**config.mk**
```make
export PLATFORM = sky130hd
export DESIGN_NAME = video_payload_frame_assembler_flat
export DESIGN_NICKNAME = d
export VERILOG_FILES = /design/src/design/vpfa_pkg.sv /design/src/design/vpfa_in_if.sv /design/src/design/vpfa_out_if.sv /design/src/design/vpfa_core.sv /design/src/design/vpfa_res_fifo.sv /design/src/design/video_payload_frame_assembler.sv /design/src/flat_wrapper.sv
export SDC_FILE = /design/constraint.sdc
export NUM_CORES = 1
export LEC_CHECK = 0
export BUFFER_PORTS_ARGS = -buffer_cell sky130_fd_sc_hd__buf_2
export CAP_MARGIN = 10
export CORE_ASPECT_RATIO = 1.4
export CORE_MARGIN = 10
export CORE_UTILIZATION = 48
export DETAILED_ROUTE_END_ITERATION = 10
export SYNTH_ARGS = -nofsm -noshare
export SYNTH_HDL_FRONTEND = slang
export SYNTH_SLANG_ARGS = --single-unit
```
**constraint.sdc**
```tcl
create_clock -name i_clk -period 20.1 [get_ports i_clk]
set_input_delay 0 -clock i_clk [delete_from_list [all_inputs] [get_ports i_clk]]
set_output_delay 0 -clock i_clk [all_outputs]
set_load 0.01 [all_outputs]
```
**src/design/vpfa_pkg.sv**
```systemverilog
`timescale 1ns / 1ps
package vpfa_pkg;

    localparam logic [14:0] HdrLen         = 15'd12;
    localparam logic [15:0] MaxPacketBytes = 16'd16384;
    localparam logic [7:0]  FlagToggle     = 8'h01;
    localparam logic [7:0]  FlagError      = 8'h40;
    localparam logic [23:0] FrameBytesRst  = 24'd1228800;
    localparam int          FifoDepth      = 4;
    localparam int          FifoPtrW       = $clog2(FifoDepth);

    typedef enum logic [1:0] {
        KIND_WRITE     = 2'd0,
        KIND_COMPLETE  = 2'd1,
        KIND_DROP      = 2'd2,
        KIND_NEW_FRAME = 2'd3
    } t_kind;

    typedef enum logic [1:0] {
        DROP_NONE     = 2'd0,
        DROP_BAD      = 2'd1,
        DROP_ERROR    = 2'd2,
        DROP_OVERFLOW = 2'd3
    } t_drop;

    typedef struct packed {
        t_kind       kind;
        logic [23:0] write_address;
        logic [7:0]  write_data;
        logic [31:0] timestamp;
        t_drop       drop_reason;
        logic        short_previous;
        logic        timestamp_jump;
        logic [23:0] fill_count;
    } t_result;

    // up to two results per byte, slot 0 first
    typedef struct packed {
        logic [1:0] count;
        t_result    slot0;
        t_result    slot1;
    } t_push;

endpackage

```
**src/design/vpfa_in_if.sv**
```systemverilog
`timescale 1ns / 1ps
interface vpfa_in_if;
    logic        valid;
    logic        ready;
    logic [7:0]  data_byte;
    logic [14:0] packet_length;

    modport source (output valid, output data_byte, output packet_length, input ready);
    modport sink   (input valid, input data_byte, input packet_length, output ready);
endinterface

```
**src/design/vpfa_out_if.sv**
```systemverilog
`timescale 1ns / 1ps
interface vpfa_out_if;
    logic        valid;
    logic        ready;
    logic [1:0]  kind;
    logic [23:0] write_address;
    logic [7:0]  write_data;
    logic [31:0] timestamp;
    logic [1:0]  drop_reason;
    logic        short_previous;
    logic        timestamp_jump;
    logic [23:0] fill_count;

    modport source (
        output valid, output kind, output write_address, output write_data,
        output timestamp, output drop_reason, output short_previous,
        output timestamp_jump, output fill_count, input ready
    );
    modport sink (
        input valid, input kind, input write_address, input write_data,
        input timestamp, input drop_reason, input short_previous,
        input timestamp_jump, input fill_count, output ready
    );
endinterface

```
**src/design/vpfa_core.sv**
```systemverilog
`timescale 1ns / 1ps
module vpfa_core (
    input  logic               i_clk,
    input  logic               i_rst_n,
    input  logic [23:0]        i_frame_bytes,
    input  logic               i_valid,
    output logic               o_ready,
    input  logic [7:0]         i_data_byte,
    input  logic [14:0]        i_packet_length,
    input  logic               i_room2,
    output vpfa_pkg::t_push    o_push
);

    logic        r_in_valid;
    logic [7:0]  r_in_byte;
    logic [14:0] r_in_len;

    logic [14:0] r_pos,     n_pos;
    logic [7:0]  r_hls,     n_hls;
    logic [7:0]  r_flags,   n_flags;
    logic [31:0] r_tg,      n_tg;
    logic        r_toggle,  n_toggle;
    logic [31:0] r_held,    n_held;
    logic [23:0] r_fill,    n_fill;
    logic        r_discard, n_discard;
    logic        r_jump,    n_jump;

    logic            w_proc;
    logic            w_last;
    logic [14:0]     w_plen;
    logic [31:0]     w_held1;
    logic            w_nf;
    logic            w_tsdiff;
    logic [23:0]     w_fill2;
    logic            w_jump2;
    logic            w_ov;
    logic [23:0]     w_fill_inc;
    vpfa_pkg::t_push w_push;

    function automatic vpfa_pkg::t_result mk_res(
        input vpfa_pkg::t_kind kind,
        input logic [23:0]     addr,
        input logic [7:0]      data,
        input logic [31:0]     ts,
        input vpfa_pkg::t_drop reason,
        input logic            shortp,
        input logic            jump,
        input logic [23:0]     fill
    );
        vpfa_pkg::t_result res;
        res.kind           = kind;
        res.write_address  = addr;
        res.write_data     = data;
        res.timestamp      = ts;
        res.drop_reason    = reason;
        res.short_previous = shortp;
        res.timestamp_jump = jump;
        res.fill_count     = fill;
        return res;
    endfunction

    assign w_proc  = r_in_valid & i_room2;
    assign o_ready = i_rst_n & (!r_in_valid | w_proc);

    always_ff @(posedge i_clk) begin
        if (!i_rst_n) begin
            r_in_valid <= 1'b0;
        end else if (i_valid && o_ready) begin
            r_in_valid <= 1'b1;
        end else if (w_proc) begin
            r_in_valid <= 1'b0;
        end
    end

    always_ff @(posedge i_clk) begin
        if (i_valid && o_ready) begin
            r_in_byte <= i_data_byte;
            r_in_len  <= i_packet_length;
        end
    end

    // header decisions
    assign w_last     = ({1'b0, r_pos} + 16'd1) >= {1'b0, r_in_len};
    assign w_plen     = r_in_len - vpfa_pkg::HdrLen;
    assign w_held1    = (r_fill == 24'd0) ? r_tg : r_held;
    assign w_nf       = ((r_flags & vpfa_pkg::FlagToggle) != 8'd0) != r_toggle;
    assign w_tsdiff   = r_tg != w_held1;
    assign w_fill2    = w_nf ? 24'd0 : r_fill;
    assign w_jump2    = r_jump | (!w_nf & w_tsdiff);
    assign w_ov       = ({1'b0, w_fill2} + {10'd0, w_plen}) > {1'b0, i_frame_bytes};
    assign w_fill_inc = r_fill + 24'd1;

    always_comb begin
        n_pos     = r_pos;
        n_hls     = r_hls;
        n_flags   = r_flags;
        n_tg      = r_tg;
        n_toggle  = r_toggle;
        n_held    = r_held;
        n_fill    = r_fill;
        n_discard = r_discard;
        n_jump    = r_jump;
        w_push    = '0;
        if (r_in_len == 15'd0) begin
            n_pos     = 15'd0;
            n_discard = 1'b0;
            n_jump    = 1'b0;
        end else begin
            if (!r_discard) begin
                case (r_pos)
                    15'd0:   n_hls   = r_in_byte;
                    15'd1:   n_flags = r_in_byte;
                    15'd2:   n_tg    = {24'd0, r_in_byte};
                    15'd3:   n_tg    = r_tg | {16'd0, r_in_byte, 8'd0};
                    15'd4:   n_tg    = r_tg | {8'd0, r_in_byte, 16'd0};
                    15'd5:   n_tg    = r_tg | {r_in_byte, 24'd0};
                    default: n_tg    = r_tg;
                endcase

                if (r_in_len < vpfa_pkg::HdrLen) begin
                    if (w_last) begin
                        w_push.count = 2'd1;
                        w_push.slot0 = mk_res(vpfa_pkg::KIND_DROP, 24'd0, 8'd0, r_held,
                                              vpfa_pkg::DROP_BAD, 1'b0, 1'b0, r_fill);
                    end
                end else if (r_in_len == vpfa_pkg::HdrLen) begin
                    n_discard = r_discard;
                end else if (r_pos == vpfa_pkg::HdrLen - 15'd1) begin
                    if (r_hls != vpfa_pkg::HdrLen[7:0] ||
                        {1'b0, r_in_len} > vpfa_pkg::MaxPacketBytes) begin
                        w_push.count = 2'd1;
                        w_push.slot0 = mk_res(vpfa_pkg::KIND_DROP, 24'd0, 8'd0, r_held,
                                              vpfa_pkg::DROP_BAD, 1'b0, 1'b0, r_fill);
                        n_discard    = 1'b1;
                    end else if ((r_flags & vpfa_pkg::FlagError) != 8'd0) begin
                        w_push.count = 2'd1;
                        w_push.slot0 = mk_res(vpfa_pkg::KIND_DROP, 24'd0, 8'd0, r_held,
                                              vpfa_pkg::DROP_ERROR, 1'b0, 1'b0, r_fill);
                        n_discard    = 1'b1;
                    end else begin
                        n_held = r_tg;
                        n_fill = w_fill2;
                        n_jump = w_jump2;
                        if (w_nf) begin
                            n_toggle     = !r_toggle;
                            w_push.count = 2'd1;
                            w_push.slot0 = mk_res(vpfa_pkg::KIND_NEW_FRAME, 24'd0, 8'd0,
                                                  r_tg, vpfa_pkg::DROP_NONE,
                                                  r_fill != i_frame_bytes, 1'b0, r_fill);
                        end
                        if (w_ov) begin
                            n_jump    = 1'b0;
                            n_discard = 1'b1;
                            if (w_nf) begin
                                w_push.count = 2'd2;
                                w_push.slot1 = mk_res(vpfa_pkg::KIND_DROP, 24'd0, 8'd0, r_tg,
                                                      vpfa_pkg::DROP_OVERFLOW, 1'b0,
                                                      w_jump2, w_fill2);
                            end else begin
                                w_push.count = 2'd1;
                                w_push.slot0 = mk_res(vpfa_pkg::KIND_DROP, 24'd0, 8'd0, r_tg,
                                                      vpfa_pkg::DROP_OVERFLOW, 1'b0,
                                                      w_jump2, w_fill2);
                            end
                        end
                    end
                end else if (r_pos >= vpfa_pkg::HdrLen) begin
                    n_jump = 1'b0;
                    if (r_fill >= i_frame_bytes) begin
                        w_push.count = 2'd1;
                        w_push.slot0 = mk_res(vpfa_pkg::KIND_DROP, 24'd0, 8'd0, r_held,
                                              vpfa_pkg::DROP_OVERFLOW, 1'b0, r_jump, r_fill);
                        n_discard    = 1'b1;
                    end else begin
                        n_fill       = w_fill_inc;
                        w_push.count = 2'd1;
                        w_push.slot0 = mk_res(vpfa_pkg::KIND_WRITE, r_fill, r_in_byte, r_held,
                                              vpfa_pkg::DROP_NONE, 1'b0, r_jump, w_fill_inc);
                        if (w_fill_inc == i_frame_bytes) begin
                            w_push.count = 2'd2;
                            w_push.slot1 = mk_res(vpfa_pkg::KIND_COMPLETE, 24'd0, 8'd0,
                                                  r_held, vpfa_pkg::DROP_NONE, 1'b0, 1'b0,
                                                  w_fill_inc);
                        end
                    end
                end
            end

            if (w_last) begin
                n_pos     = 15'd0;
                n_discard = 1'b0;
                n_jump    = 1'b0;
            end else begin
                n_pos = r_pos + 15'd1;
            end
        end
    end

    always_comb begin
        o_push = w_push;
        if (!w_proc) begin
            o_push.count = 2'd0;
        end
    end

    always_ff @(posedge i_clk) begin
        if (!i_rst_n) begin
            r_pos     <= '0;
            r_hls     <= '0;
            r_flags   <= '0;
            r_tg      <= '0;
            r_toggle  <= 1'b0;
            r_held    <= '0;
            r_fill    <= '0;
            r_discard <= 1'b0;
            r_jump    <= 1'b0;
        end else if (w_proc) begin
            r_pos     <= n_pos;
            r_hls     <= n_hls;
            r_flags   <= n_flags;
            r_tg      <= n_tg;
            r_toggle  <= n_toggle;
            r_held    <= n_held;
            r_fill    <= n_fill;
            r_discard <= n_discard;
            r_jump    <= n_jump;
        end
    end

endmodule

```
**src/design/vpfa_res_fifo.sv**
```systemverilog
`timescale 1ns / 1ps
module vpfa_res_fifo (
    input  logic              i_clk,
    input  logic              i_rst_n,
    input  vpfa_pkg::t_push   i_push,
    output logic              o_room2,
    output logic              o_valid,
    input  logic              i_ready,
    output vpfa_pkg::t_result o_data
);

    localparam int PtrW = vpfa_pkg::FifoPtrW;
    localparam int CntW = PtrW + 1;

    vpfa_pkg::t_result r_mem [vpfa_pkg::FifoDepth];
    logic [PtrW-1:0]   r_wp, n_wp;
    logic [PtrW-1:0]   r_rp, n_rp;
    logic [CntW-1:0]   r_cnt, n_cnt;
    logic              w_pop;
    logic [PtrW-1:0]   w_wp1;

    assign w_pop   = o_valid & i_ready;
    assign o_valid = r_cnt != '0;
    assign o_data  = r_mem[r_rp];
    assign o_room2 = r_cnt <= CntW'(vpfa_pkg::FifoDepth - 2);
    assign w_wp1   = r_wp + PtrW'(1);

    always_comb begin
        n_wp  = r_wp + PtrW'(i_push.count);
        n_rp  = w_pop ? r_rp + PtrW'(1) : r_rp;
        n_cnt = r_cnt + CntW'(i_push.count) - CntW'(w_pop);
    end

    always_ff @(posedge i_clk) begin
        if (!i_rst_n) begin
            r_wp  <= '0;
            r_rp  <= '0;
            r_cnt <= '0;
        end else begin
            r_wp  <= n_wp;
            r_rp  <= n_rp;
            r_cnt <= n_cnt;
        end
    end

    always_ff @(posedge i_clk) begin
        if (i_push.count != 2'd0) begin
            r_mem[r_wp] <= i_push.slot0;
        end
        if (i_push.count == 2'd2) begin
            r_mem[w_wp1] <= i_push.slot1;
        end
    end

endmodule

```
**src/design/video_payload_frame_assembler.sv**
```systemverilog
`timescale 1ns / 1ps
// Reassembles a video frame from isochronous packets given one byte per beat with the
// packet length on every beat. Each accepted byte is registered and decoded once the result
// queue has room for two entries; its events (byte write, frame complete, packet drop, new
// frame) enter a four-entry result queue and are offered to the sink from there. The
// input takes one byte per cycle while the queue has two free entries, and holds ready low
// during reset. The output moves one result per cycle while the sink is ready, so a byte
// that yields two results (last payload byte plus frame complete, or new frame plus overflow
// drop) pushes both at once; a run of such bytes, or a stalled sink, fills the queue and
// holds off the input. The user must write frame_bytes through i_cfg_wr_en/i_cfg_wr_data
// only while no bytes are in flight; the block does not enforce this.
module video_payload_frame_assembler (
    input  logic              i_clk,
    input  logic              i_rst_n,
    input  logic              i_cfg_wr_en,
    input  logic [23:0]       i_cfg_wr_data,
    vpfa_in_if.sink           i_in,
    vpfa_out_if.source        o_out
);

    logic [23:0]       r_frame_bytes;
    logic              w_room2;
    vpfa_pkg::t_push   w_push;
    vpfa_pkg::t_result w_res;

    always_ff @(posedge i_clk) begin
        if (!i_rst_n) begin
            r_frame_bytes <= vpfa_pkg::FrameBytesRst;
        end else if (i_cfg_wr_en) begin
            r_frame_bytes <= i_cfg_wr_data;
        end
    end

    vpfa_core u_core (
        .i_clk           (i_clk),
        .i_rst_n         (i_rst_n),
        .i_frame_bytes   (r_frame_bytes),
        .i_valid         (i_in.valid),
        .o_ready         (i_in.ready),
        .i_data_byte     (i_in.data_byte),
        .i_packet_length (i_in.packet_length),
        .i_room2         (w_room2),
        .o_push          (w_push)
    );

    vpfa_res_fifo u_fifo (
        .i_clk   (i_clk),
        .i_rst_n (i_rst_n),
        .i_push  (w_push),
        .o_room2 (w_room2),
        .o_valid (o_out.valid),
        .i_ready (o_out.ready),
        .o_data  (w_res)
    );

    assign o_out.kind           = w_res.kind;
    assign o_out.write_address  = w_res.write_address;
    assign o_out.write_data     = w_res.write_data;
    assign o_out.timestamp      = w_res.timestamp;
    assign o_out.drop_reason    = w_res.drop_reason;
    assign o_out.short_previous = w_res.short_previous;
    assign o_out.timestamp_jump = w_res.timestamp_jump;
    assign o_out.fill_count     = w_res.fill_count;

endmodule

```
**src/flat_wrapper.sv**
```systemverilog
// flat-port wrapper written by rule: the top's interface ports become plain ports
module video_payload_frame_assembler_flat 
  (i_clk, i_rst_n, i_cfg_wr_en, i_cfg_wr_data, i_in_valid, i_in_data_byte, i_in_packet_length, i_in_ready, o_out_valid, o_out_kind, o_out_write_address, o_out_write_data, o_out_timestamp, o_out_drop_reason, o_out_short_previous, o_out_timestamp_jump, o_out_fill_count, o_out_ready);
  vpfa_in_if i_in_i ();
  vpfa_out_if o_out_i ();
  input  logic i_clk;
  input  logic i_rst_n;
  input  logic i_cfg_wr_en;
  input  logic [23:0] i_cfg_wr_data;
  input wire logic [$bits(i_in_i.valid)-1:0] i_in_valid;
  input wire logic [$bits(i_in_i.data_byte)-1:0] i_in_data_byte;
  input wire logic [$bits(i_in_i.packet_length)-1:0] i_in_packet_length;
  output wire logic [$bits(i_in_i.ready)-1:0] i_in_ready;
  output wire logic [$bits(o_out_i.valid)-1:0] o_out_valid;
  output wire logic [$bits(o_out_i.kind)-1:0] o_out_kind;
  output wire logic [$bits(o_out_i.write_address)-1:0] o_out_write_address;
  output wire logic [$bits(o_out_i.write_data)-1:0] o_out_write_data;
  output wire logic [$bits(o_out_i.timestamp)-1:0] o_out_timestamp;
  output wire logic [$bits(o_out_i.drop_reason)-1:0] o_out_drop_reason;
  output wire logic [$bits(o_out_i.short_previous)-1:0] o_out_short_previous;
  output wire logic [$bits(o_out_i.timestamp_jump)-1:0] o_out_timestamp_jump;
  output wire logic [$bits(o_out_i.fill_count)-1:0] o_out_fill_count;
  input wire logic [$bits(o_out_i.ready)-1:0] o_out_ready;
  assign i_in_i.valid = i_in_valid;
  assign i_in_i.data_byte = i_in_data_byte;
  assign i_in_i.packet_length = i_in_packet_length;
  assign i_in_ready = i_in_i.ready;
  assign o_out_valid = o_out_i.valid;
  assign o_out_kind = o_out_i.kind;
  assign o_out_write_address = o_out_i.write_address;
  assign o_out_write_data = o_out_i.write_data;
  assign o_out_timestamp = o_out_i.timestamp;
  assign o_out_drop_reason = o_out_i.drop_reason;
  assign o_out_short_previous = o_out_i.short_previous;
  assign o_out_timestamp_jump = o_out_i.timestamp_jump;
  assign o_out_fill_count = o_out_i.fill_count;
  assign o_out_i.ready = o_out_ready;
  video_payload_frame_assembler u_core (.i_clk(i_clk), .i_rst_n(i_rst_n), .i_cfg_wr_en(i_cfg_wr_en), .i_cfg_wr_data(i_cfg_wr_data), .i_in(i_in_i), .o_out(o_out_i));
endmodule
```
## After elaboration in Yosys (flattened, before gate mapping)

Memories as Yosys holds them, arrays and structs flattened. A register that Yosys moved wholly into a read port is not among the register bits.
Cells that the tools add are included.

| operators by class | value |
|---|---|
| eq/ne operators | 21 |
| magnitude comparators | 7 |
| mux-type cells | 61 |
| shift operators | 0 |
| multiply operators | 0 |
| bitwise gates (word level) | 15 |
| reduce and logical (&&, ||, !) cells | 21 |
| add/sub/neg operators | 10 |
| div/mod/pow operators | 0 |

Operator list:

| cell | count |
|---|---|
| $mux W190 | 6 |
| $mux W94 | 5 |
| $mux W96 | 4 |
| $mux W95 | 2 |
| $mux W93 | 2 |
| $mux W24 | 6 |
| $pmux W32 S4 | 1 |
| $mux W32 | 1 |
| $ne A32 B32 Y1 | 1 |
| $or A32 B16 Y32 | 1 |
| $or A32 B24 Y32 | 1 |
| $or A32 B32 Y32 | 1 |
| $eq A15 B2 Y1 const B | 2 |
| $eq A15 B3 Y1 const B | 2 |
| $eq A15 B4 Y1 const B | 2 |
| $logic_not A15 Y1 | 2 |
| $mux W15 | 2 |
| $mux W1 | 27 |
| $add A24 B15 Y25 | 1 |
| $gt A25 B24 Y1 | 1 |
| $add A24 B1 Y24 const B | 1 |
| $eq A24 B24 Y1 | 1 |
| $ge A24 B24 Y1 | 1 |
| $logic_not A24 Y1 | 1 |
| 35 further kinds | 61 |

| storage, ports and cells | value |
|---|---|
| bits in registers | 176 |
| output and inout port bits | 96 |
| memories kept | 1 |
| input bits | 52 |
| latch bits | 0 |
| memory bits (writable) | 376 |
| word-level logic and storage cells | 152 |
| bits in read-only memories | 0 |

Memory list:

| name | depth | bits a word | read ports | clocked after Yosys merged registers in | write ports | RTL line | text |
|---|---|---|---|---|---|---|---|
| u_core.u_fifo.r_mem | 4 | 94 | 1 | 1 | 2 | vpfa_res_fifo.sv:15 | `vpfa_pkg::t_result r_mem [vpfa_pkg::FifoDepth];` |

## Longest topological paths before layout

Gate-level depths: netlist of run 1.

| logic depth | value |
|---|---|
| word-level depth | 18 |
| mapped depth | 39 |
| depth with buffers taken out | 36 |

## Modules after synthesis

A second synthesis of run 1 with hierarchy kept.

| second synthesis, totals | value |
|---|---|
| cells, all modules | 2774 |
| area, all modules | 32337.3 µm² |

By module, submodules not included:

| module | instances | sequential area each (µm²) | area an instance (µm²) | cells each |
|---|---|---|---|---|
| vpfa_res_fifo | 1 | 11471.0 | 18605.3 | 961 |
| vpfa_core | 1 | 3032.9 | 12812.3 | 1736 |
| video_payload_frame_assembler | 1 | 480.5 | 919.6 | 77 |

## Worst setup path before layout of run 1

OpenSTA, ideal clock, no wires.

| timing path | value |
|---|---|
| path type | register to register |
| from | reg u_core.u_core.r_flags[0] |
| to | mem u_core.u_fifo.r_mem[0][0] (netlist bit), enable pin |
| cell stages (with the launch flop) | 31 |
| required time | 19.680 ns |
| buffers on the path | 4 |
| library setup time | 0.420 ns |
| data arrival time | 7.728 ns |
| period minus slack after synthesis | 8.149 ns |
| setup slack | 11.951 ns |
| cell sequence | dfxtp_1 -> xnor2_1 -> inv_1 -> clkbuf_1 -> clkbuf_1 -> nor2_1 -> ha_1 -> a21o_1 -> a21oi_1 -> nor2b_1 -> o41ai_1 -> o311ai_0 -> o41ai_1 -> o21a_1 -> or3_1 -> a21oi_1 -> ha_1 -> nand4_1 -> nor3_1 -> and3_1 -> a31oi_1 -> a222oi_1 -> or2_2 -> clkbuf_1 -> ha_1 -> a221o_1 -> o21bai_1 -> o211ai_1 -> nand2_1 -> clkbuf_1 -> nand2_1 |

RTL lines:

| element | RTL line | text |
|---|---|---|
| from (decl) | vpfa_core.sv:20 | `logic [7:0] r_flags, n_flags;` |
| from (signal assigned) | vpfa_core.sv:220 | `r_flags <= n_flags;` |
| to (decl) | vpfa_res_fifo.sv:15 |  |

==> results.cfg, run 1 <==
[synth]
syn_area_per_cell_um2 = 9.791
syn-num-nets = 3291
synth_seq_cells = 549
synth_edf_count = 267
synthArstFlopShare_pct = 0
netlist_area_um2 = 30760
synthDistinctLibCells = 83
synth_seq_area_share_pct = 44.41
yosys_warnings = 0
ys.flop_type = dfxtp_1
syn_inst = 3142

[global_routing]
antenna_found_initial = 1
grt_pass1_wl_mm = 159.9
track_usage_pct = 27.53
grt_max_degree = 125
grt_pass1_vias = 25950
grt_overflow = 0

[drt]
wirelength_mm = 105.6
wl_per_cell_um = 25.86
via_count = 26310
post_drt_via_cell_ratio = 6.440
drc = 0
drt_first_pass_iters = 9
drtIter0Drc = 2840
ant_nets = 0

[floorplan]
coreArea_um2 = 63280
die_area_um2 = 74760
rows = 109
top_level_ports = 148
initial_core_util_pct = 48.61
die_h_um = 319.5
fp.dieW_um = 234.0

[pwr]
p_leak_uw = 0.01207
power_frac_comb_pct = 18.9
p_int_uw = 2009
seqPwrFrac_pct = 44.6
peakVddDrop_mv = 0.08625
netSwitchingFraction_pct = 28.41
switching_power_uw = 797.5
power_frac_clock_pct = 36.5
p_per_area_nw_per_um2 = 81.66

[placed_design]
io_buffers = 147
dp_cells = 3920
place.gp.congestion = 0.9919
dp_hpwl_mm = 70.31
pre_cts_slack_ps = 10020

[layout]
fill_cells = 5643
synthToLayoutAreaGrowth_pct = 11.73
fin_cells = 4085
fin_nets = 3355
drive_above_1_share_pct = 13.38

[clocking]
htreeDepth = 2
numClockSinks = 549
cts.clk_slew.worst_paths_ps = 60
cts_setup_buffers = 0
cts_inserted_buffers = 54
tritoncts = done
cts-root-buf = clkbuf_16
clk_latency_ps = 630
clock_path_buffers = 3

[worst_setup_path]
path_buf_inv = 4
cp.arrival_ps = 10530
critical_path_required_ps = 20340
slowest_stage = nand2_2
r2r_slack_ps = 9810
cpPeakStageDelay_ps = 950
r2r-start = u_core.u_core.r_flags[0]$_SDFFE_PN0P_
path_delay_family = compound AO/OA/AOI/OAI gates
crit_start = u_core.u_core.r_flags[0]$_SDFFE_PN0P_
critPathMaxFanout = 36
end_kind = flop
crit_path_start_kind = flop
path_class = flop to flop

[sta]
rsz0062_at_grt = false
report.final.hold_viol_count = 0
worstMarginPinSlew_ps = 1271
fin_skew_ps = 34.52
fin_tns_setup_ps = 0
period_share_pct = 51.17
setup_viol = 0
slew_violations = 0
fmax_mhz = 97.22
fin_crit_ps = 10290
slew_headroom_pct = 15.06
postLayoutSetupSlackWorst_ps = 9814

[outcome]
status = finished clean

[run]
maxCapViolations = 0

[hold_path]
hp-class = input pin to flop
min_from = i_cfg_wr_en
## cells by family (layout without fill, tap and decap cells)
| group | Yosys count | in the layout | share of synthesized area (%) |
|---|---|---|---|
| other cells | 0 | 1 | 0 |
| compound gates | 976 | 976 | 20.58 |
| simple gates | 954 | 954 | 15.43 |
| mux | 126 | 126 | 7.923 |
| buf+inv | 336 | 446 | 4.567 |
| xor+xnor | 104 | 104 | 3.095 |
| flops | 549 | 549 | 44.41 |
| fa+ha+maj | 97 | 97 | 3.994 |
## placed cells by master (no fill, tap or decap), drive strengths merged, types with 32 or more instances in the layout
cell / synthesis / routed
a21boi: 65 / 65
a21oi: 238 / 238
a22o: 150 / 150
and3: 33 / 33
buf: 67 / 212
clkbuf: 198 / 71
dfxtp: 282 / 282
dlygate4sd3: 0 / 61
edfxtp: 267 / 267
ha: 95 / 95
inv: 71 / 72
mux2i: 32 / 32
mux4: 94 / 94
nand2: 265 / 265
nand2b: 47 / 47
nand3: 210 / 210
nand4: 34 / 34
nor2: 137 / 137
nor2b: 63 / 63
nor3: 48 / 48
o21ai: 275 / 275
o22ai: 38 / 38
o2bb2ai: 58 / 58
xnor2: 87 / 87
## per-layer routing
metal,routed length (um),vias up,GRT usage [%]
met5,0,-,0
met1,41070,13010,34.04
met2,52870,1152,47.49
li1,-,11910,-
met3,6971,239,3.341
met4,4715,0,11.62
## state kept, by name (all words and copies together), names as in the netlist, 3 cells and up, named ones only
| signal | flops |
|---|---|
| u_core.u_core.r_in_len | 15 |
| u_core.u_fifo.r_cnt | 3 |
| u_core.u_core.r_hls | 8 |
| u_core.u_core.r_held | 32 |
| u_core.u_core.r_fill | 24 |
| u_core.u_fifo.r_mem | 376 |
| u_core.u_core.r_tg | 32 |
| u_core.u_core.r_pos | 15 |
| u_core.u_core.r_in_byte | 8 |
| u_core.r_frame_bytes | 24 |
## synth_stat cells, types with 19 or more instances
| library cell | number | area share [%] |
|---|---|---|
| edfxtp_1 | 267 | 26 |
| nor3_1 | 48 | 0.78 |
| nor4_1 | 26 | 0.53 |
| o2bb2ai_1 | 58 | 1.7 |
| nor2b_1 | 63 | 1.3 |
| and3_1 | 33 | 0.67 |
| buf_2 | 30 | 0.49 |
| a21oi_1 | 238 | 3.9 |
| clkbuf_1 | 197 | 2.4 |
| buf_1 | 19 | 0.23 |
| a21boi_0 | 64 | 1.6 |
| and2_1 | 28 | 0.57 |
| o21ai_0 | 272 | 4.4 |
| inv_1 | 71 | 0.87 |
| nand4_1 | 32 | 0.65 |
| nand2_1 | 265 | 3.2 |
| mux4_2 | 94 | 6.9 |
| a22oi_1 | 22 | 0.54 |
| nor2_1 | 134 | 1.6 |
| mux2i_1 | 32 | 1.0 |
| ha_1 | 95 | 3.9 |
| nand2b_1 | 47 | 0.96 |
| o22ai_1 | 38 | 0.77 |
| nand3_1 | 209 | 3.4 |
| a22o_1 | 150 | 4.3 |
| dfxtp_1 | 282 | 18 |
| or3_1 | 19 | 0.39 |
| a21o_1 | 23 | 0.56 |
| xnor2_1 | 87 | 2.5 |
## power by group through the flow
| stage | sequential (uW) | combinational (uW) | clock [uW] |
|---|---|---|---|
| detailed placement | 1280 | 528 | 0 |
| floorplan | 1230 | 374 | 0 |
| finish | 1250 | 532 | 1020 |
| CTS | 1250 | 538 | 1040 |
| global placement | 1270 | 519 | 0 |
| global route | 1260 | 576 | 1080 |
## layout make-up
class / count / area [um2] / area share, %
well taps: 832 / 1041 / 3.029
clock inverters: 31 / 295.3 / 0.8591
flip-flops and latches: 549 / 13670 / 39.77
diodes: 1 / 2.502 / 0.007280
inverters: 71 / 266.5 / 0.7753
repair buffers: 273 / 1841 / 5.355
multi-input cells: 2257 / 15780 / 45.91
clock buffers: 71 / 1476 / 4.295
## metrics by stage
step / cell area (um2) / hold WS, ps / power [uW] / utilization, %
global placement: 31980 / 178.0 / 1793 / 50.53
detailed placement: 31980 / 178.1 / 1804 / 50.53
finish: 34370 / 39.54 / 2807 / 54.32
CTS: 34360 / 20.56 / 2827 / 54.30
floorplan: 30760 / 98.87 / 1603 / -
global route: 34370 / 60.29 / 2912 / 54.31
## worst paths after layout
path | end | cells past startpoint
setup / recovery | u_core.u_fifo.r_mem[3][23]$_DFFE_PP_ | 29
hold / removal | u_core.r_frame_bytes[15]$_SDFFE_PN1P_ | 2
setup reg to reg | u_core.u_fifo.r_mem[3][23]$_DFFE_PP_ | 29
hold reg to reg | u_core.u_core.r_hls[0]$_SDFFE_PN0P_ | 2
## timing repair
item,in CTS,in global routing
endpoints found under the hold margin,98,0
gates resized for setup,0,0
hold buffers,61,0
Power figures use the tool's default switching activity.
==> run 2: changes to the inputs <==
--- a/config.mk
+++ b/config.mk
@@ -5,12 +5,14 @@
 export SDC_FILE = /design/constraint.sdc
 export NUM_CORES = 1
 export LEC_CHECK = 0
+export ABC_AREA = 1
 export BUFFER_PORTS_ARGS = -buffer_cell sky130_fd_sc_hd__buf_2
 export CAP_MARGIN = 10
 export CORE_ASPECT_RATIO = 1.4
 export CORE_MARGIN = 10
 export CORE_UTILIZATION = 48
 export DETAILED_ROUTE_END_ITERATION = 10
+export PLACE_DENSITY = 0.67
 export SYNTH_ARGS = -nofsm -noshare
 export SYNTH_HDL_FRONTEND = slang
 export SYNTH_SLANG_ARGS = --single-unit
==> constraint.sdc (replaced) <==
create_clock -name i_clk -period 8.8 [get_ports i_clk]
set_input_delay 0 -clock i_clk [delete_from_list [all_inputs] [get_ports i_clk]]
set_output_delay 0 -clock i_clk [all_outputs]
set_load 0.01 [all_outputs]
==> run 2 against run 1 <==
Synthesized cell count is 48% higher. Clock skew is 14 ps lower. Sequential power is 130% higher. Non-clock buffer count is 8 lower. Combinational power grew to 2.6 times the previous value. Area after synthesis is 7.9% higher. Sequential cell count stayed put. Die area is 7.3% higher. Critical path type unchanged. Largest cell class unchanged.
==> results.cfg, run 2 <==
[hold_path]
hp-class = input pin to flop

[clocking]
cts_setup_buffers = 0
htreeDepth = 2
cts_inserted_buffers = 58
clk_latency_ps = 650
cts.clk_slew.worst_paths_ps = 60
clock_path_buffers = 3
numClockSinks = 549
tritoncts = done
cts-root-buf = clkbuf_16

[synth]
synthArstFlopShare_pct = 0
yosys-top-cells-area = edfxtp_1 (24%), dfxtp_1 (17%), nand2_1 (13%), nand3_1 (7.6%), o21ai_0 (6.2%)
synth_seq_area_share_pct = 41.15
yosysTopAreaCell = edfxtp_1
syn_area_per_cell_um2 = 7.125
ys.flop_type = dfxtp_1
yosys_warnings = 0
synth_seq_cells = 549
synthDistinctLibCells = 52
synth.most_common_cell = nand2_1
synth_edf_count = 267
synth_common_cells = nand2_1 (1167), nor2_1 (535), nand3_1 (505)
netlist_area_um2 = 33200
yosysTopAreaCellShare_pct = 24.15
syn-num-nets = 4809
syn_inst = 4660

[placed_design]
io_buffers = 147
dp_cells = 5461
place.gp.congestion = 0.9973
dp_hpwl_mm = 73.36

[layout]
layout_common_cells = nand2_1 (1162), nor2_1 (531), nand3_1 (505)
final_common_cell = nand2_1
synthToLayoutAreaGrowth_pct = 10.90
fin_cells = 5627
diodes = 0
drive_above_1_share_pct = 7.363
regMostFlops = u_core.u_fifo.r_mem
fin_nets = 4800
top_regs = u_core.u_fifo.r_mem (376), u_core.u_core.r_held (32), u_core.u_core.r_tg (32)
largest_register_ffs = 376

[floorplan]
rows = 114
coreArea_um2 = 68750
top_level_ports = 148
fp.dieW_um = 242.3
die_h_um = 331.2
die_area_um2 = 80240
initial_core_util_pct = 48.30

[global_routing]
grt_pass1_vias = 29760
grt_max_degree = 231
grt_pass1_wl_mm = 174.9
grtUsageMet2_pct = 43.29
grt_util_met1_pct = 36.28
track_usage_pct = 27.00
antenna_found_initial = 2
grt_busiest_layer = met2
grtUsageMet3_pct = 4.521
grt_overflow = 0

[pwr]
power.total_uw = 6751
p_int_uw = 4689
netSwitchingFraction_pct = 30.54
p_per_area_nw_per_um2 = 183.3
power_frac_clock_pct = 37.6
peakVddDrop_mv = 0.1560
p_leak_uw = 0.01529
seqPwrFrac_pct = 42.3
power_frac_comb_pct = 20.1
switching_power_uw = 2062

[worst_setup_path]
cp_common_cell = nand2_1
critical_path_required_ps = 9310
path_class = flop to flop
end_kind = flop
critPathMaxFanout = 80
cpPeakStageDelay_ps = 750
slowest_stage = buf_4
cp.arrival_ps = 8460
crit_path_start_kind = flop

[drt]
ant_nets = 0
wl_per_cell_um = 20.14
drc = 0
post_drt_via_cell_ratio = 5.832
wirelength_mm = 113.3
drtIter0Drc = 3907
via_count = 32820
drt_first_pass_iters = 8

[sta]
fin_tns_setup_ps = 0
fmax_mhz = 125.8
slew_headroom_pct = 16.60
report.final.hold_viol_count = 0
slew_violations = 0
worstMarginPinSlew_ps = 1248
period_share_pct = 90.31
fin_crit_ps = 7947
setup_viol = 0
fin_hold_ws_ps = 72.80
rsz0062_at_grt = false
fin_skew_ps = 20.32

[outcome]
status = finished clean

[run]
maxCapViolations = 0
run 2: timing repair:
action                                 4_1_cts  5_1_grt
gates resized for setup                      0        0
endpoints found under the hold margin       66        0
setup endpoints to repair                    0        0
hold buffers                                58        0
run 2: per-layer routing:
layer	vias to the layer above	share of wire, %	routed length [um]
met5	-	0.011	13
met4	2	3.1	3493
met3	229	8.9	10070
met2	1564	46	52640
met1	15290	42	47100
li1	15730	-	-
run 2: area by class of cell:
cell class	instances	area, um2
Clock buffer	90	1719
Tap cell	928	1161
Clock inverter	18	231.5
Sequential cell	549	13670
Multi-Input combinational cell	3510	17180
Inverter	267	1007
Timing Repair Buffer	265	1854
Fill cell	6772	31930
run 2: final timing paths:
| kind | endpoint | cells past startpoint | slack [ps] | from |
|---|---|---|---|---|
| worst min-delay path | u_core.u_core.r_in_byte[7]$_DFFE_PP_ | 2 | 70 | i_in_data_byte[7] |
| worst max-delay path | u_core.u_fifo.r_mem[3][51]$_DFFE_PP_ | 35 | 850 | u_core.u_core.r_flags[0]$_SDFFE_PN0P_ |
| worst max register to register | u_core.u_fifo.r_mem[3][51]$_DFFE_PP_ | 35 | 850 | u_core.u_core.r_flags[0]$_SDFFE_PN0P_ |
| worst min register to register | u_core.u_fifo.r_mem[1][69]$_SDFFE_PP0N_ | 2 | 460 | u_core.u_fifo.r_mem[1][69]$_SDFFE_PP0N_ |
run 2: power by group through the flow:
stage	sequential [uW]	clock [uW]	combinational (uW)
3_3_place_gp	2910	0	1340
3_5_place_dp	2910	0	1350
6_report	2860	2540	1360
5_1_grt	2870	2670	1500
2_1_floorplan	2870	0	803
4_1_cts	2860	2560	1370
run 2: worst max-delay path, delay by kind of cell, from the launching register on:
family          cells  cell delay, ps
buf+inv             4            1480
fa+ha+maj           3             790
compound gates      8            1990
xor+xnor            1             210
simple gates       19            2940
flops               1             350
run 2: logic make-up (layout without fill, tap and decap cells):
group                      after synthesis  in the layout  synth area share (%)
DFF                                    549            549                 41.15
AOI/OAI and AO/OA                      980            980                 15.94
adders and majority gates               97             97                 3.700
xor gates and xnor gates                71             71                 1.956
buffers and inverters                  601            640                 7.359
and+or+nand+nor                       2362           2362                 29.89
run 2: stage by stage:
| stage | worst slack, ps | util [%] | cell area, um2 |
|---|---|---|---|
| after floorplan | 1385 | - | 33200 |
| after global placement | 1148 | 49.88 | 34290 |
| after detailed placement | 966.4 | 49.88 | 34290 |
| after CTS | 941.4 | 53.56 | 36820 |
| after global routing | 51.74 | 53.56 | 36820 |
| final | 853.0 | 53.56 | 36820 |
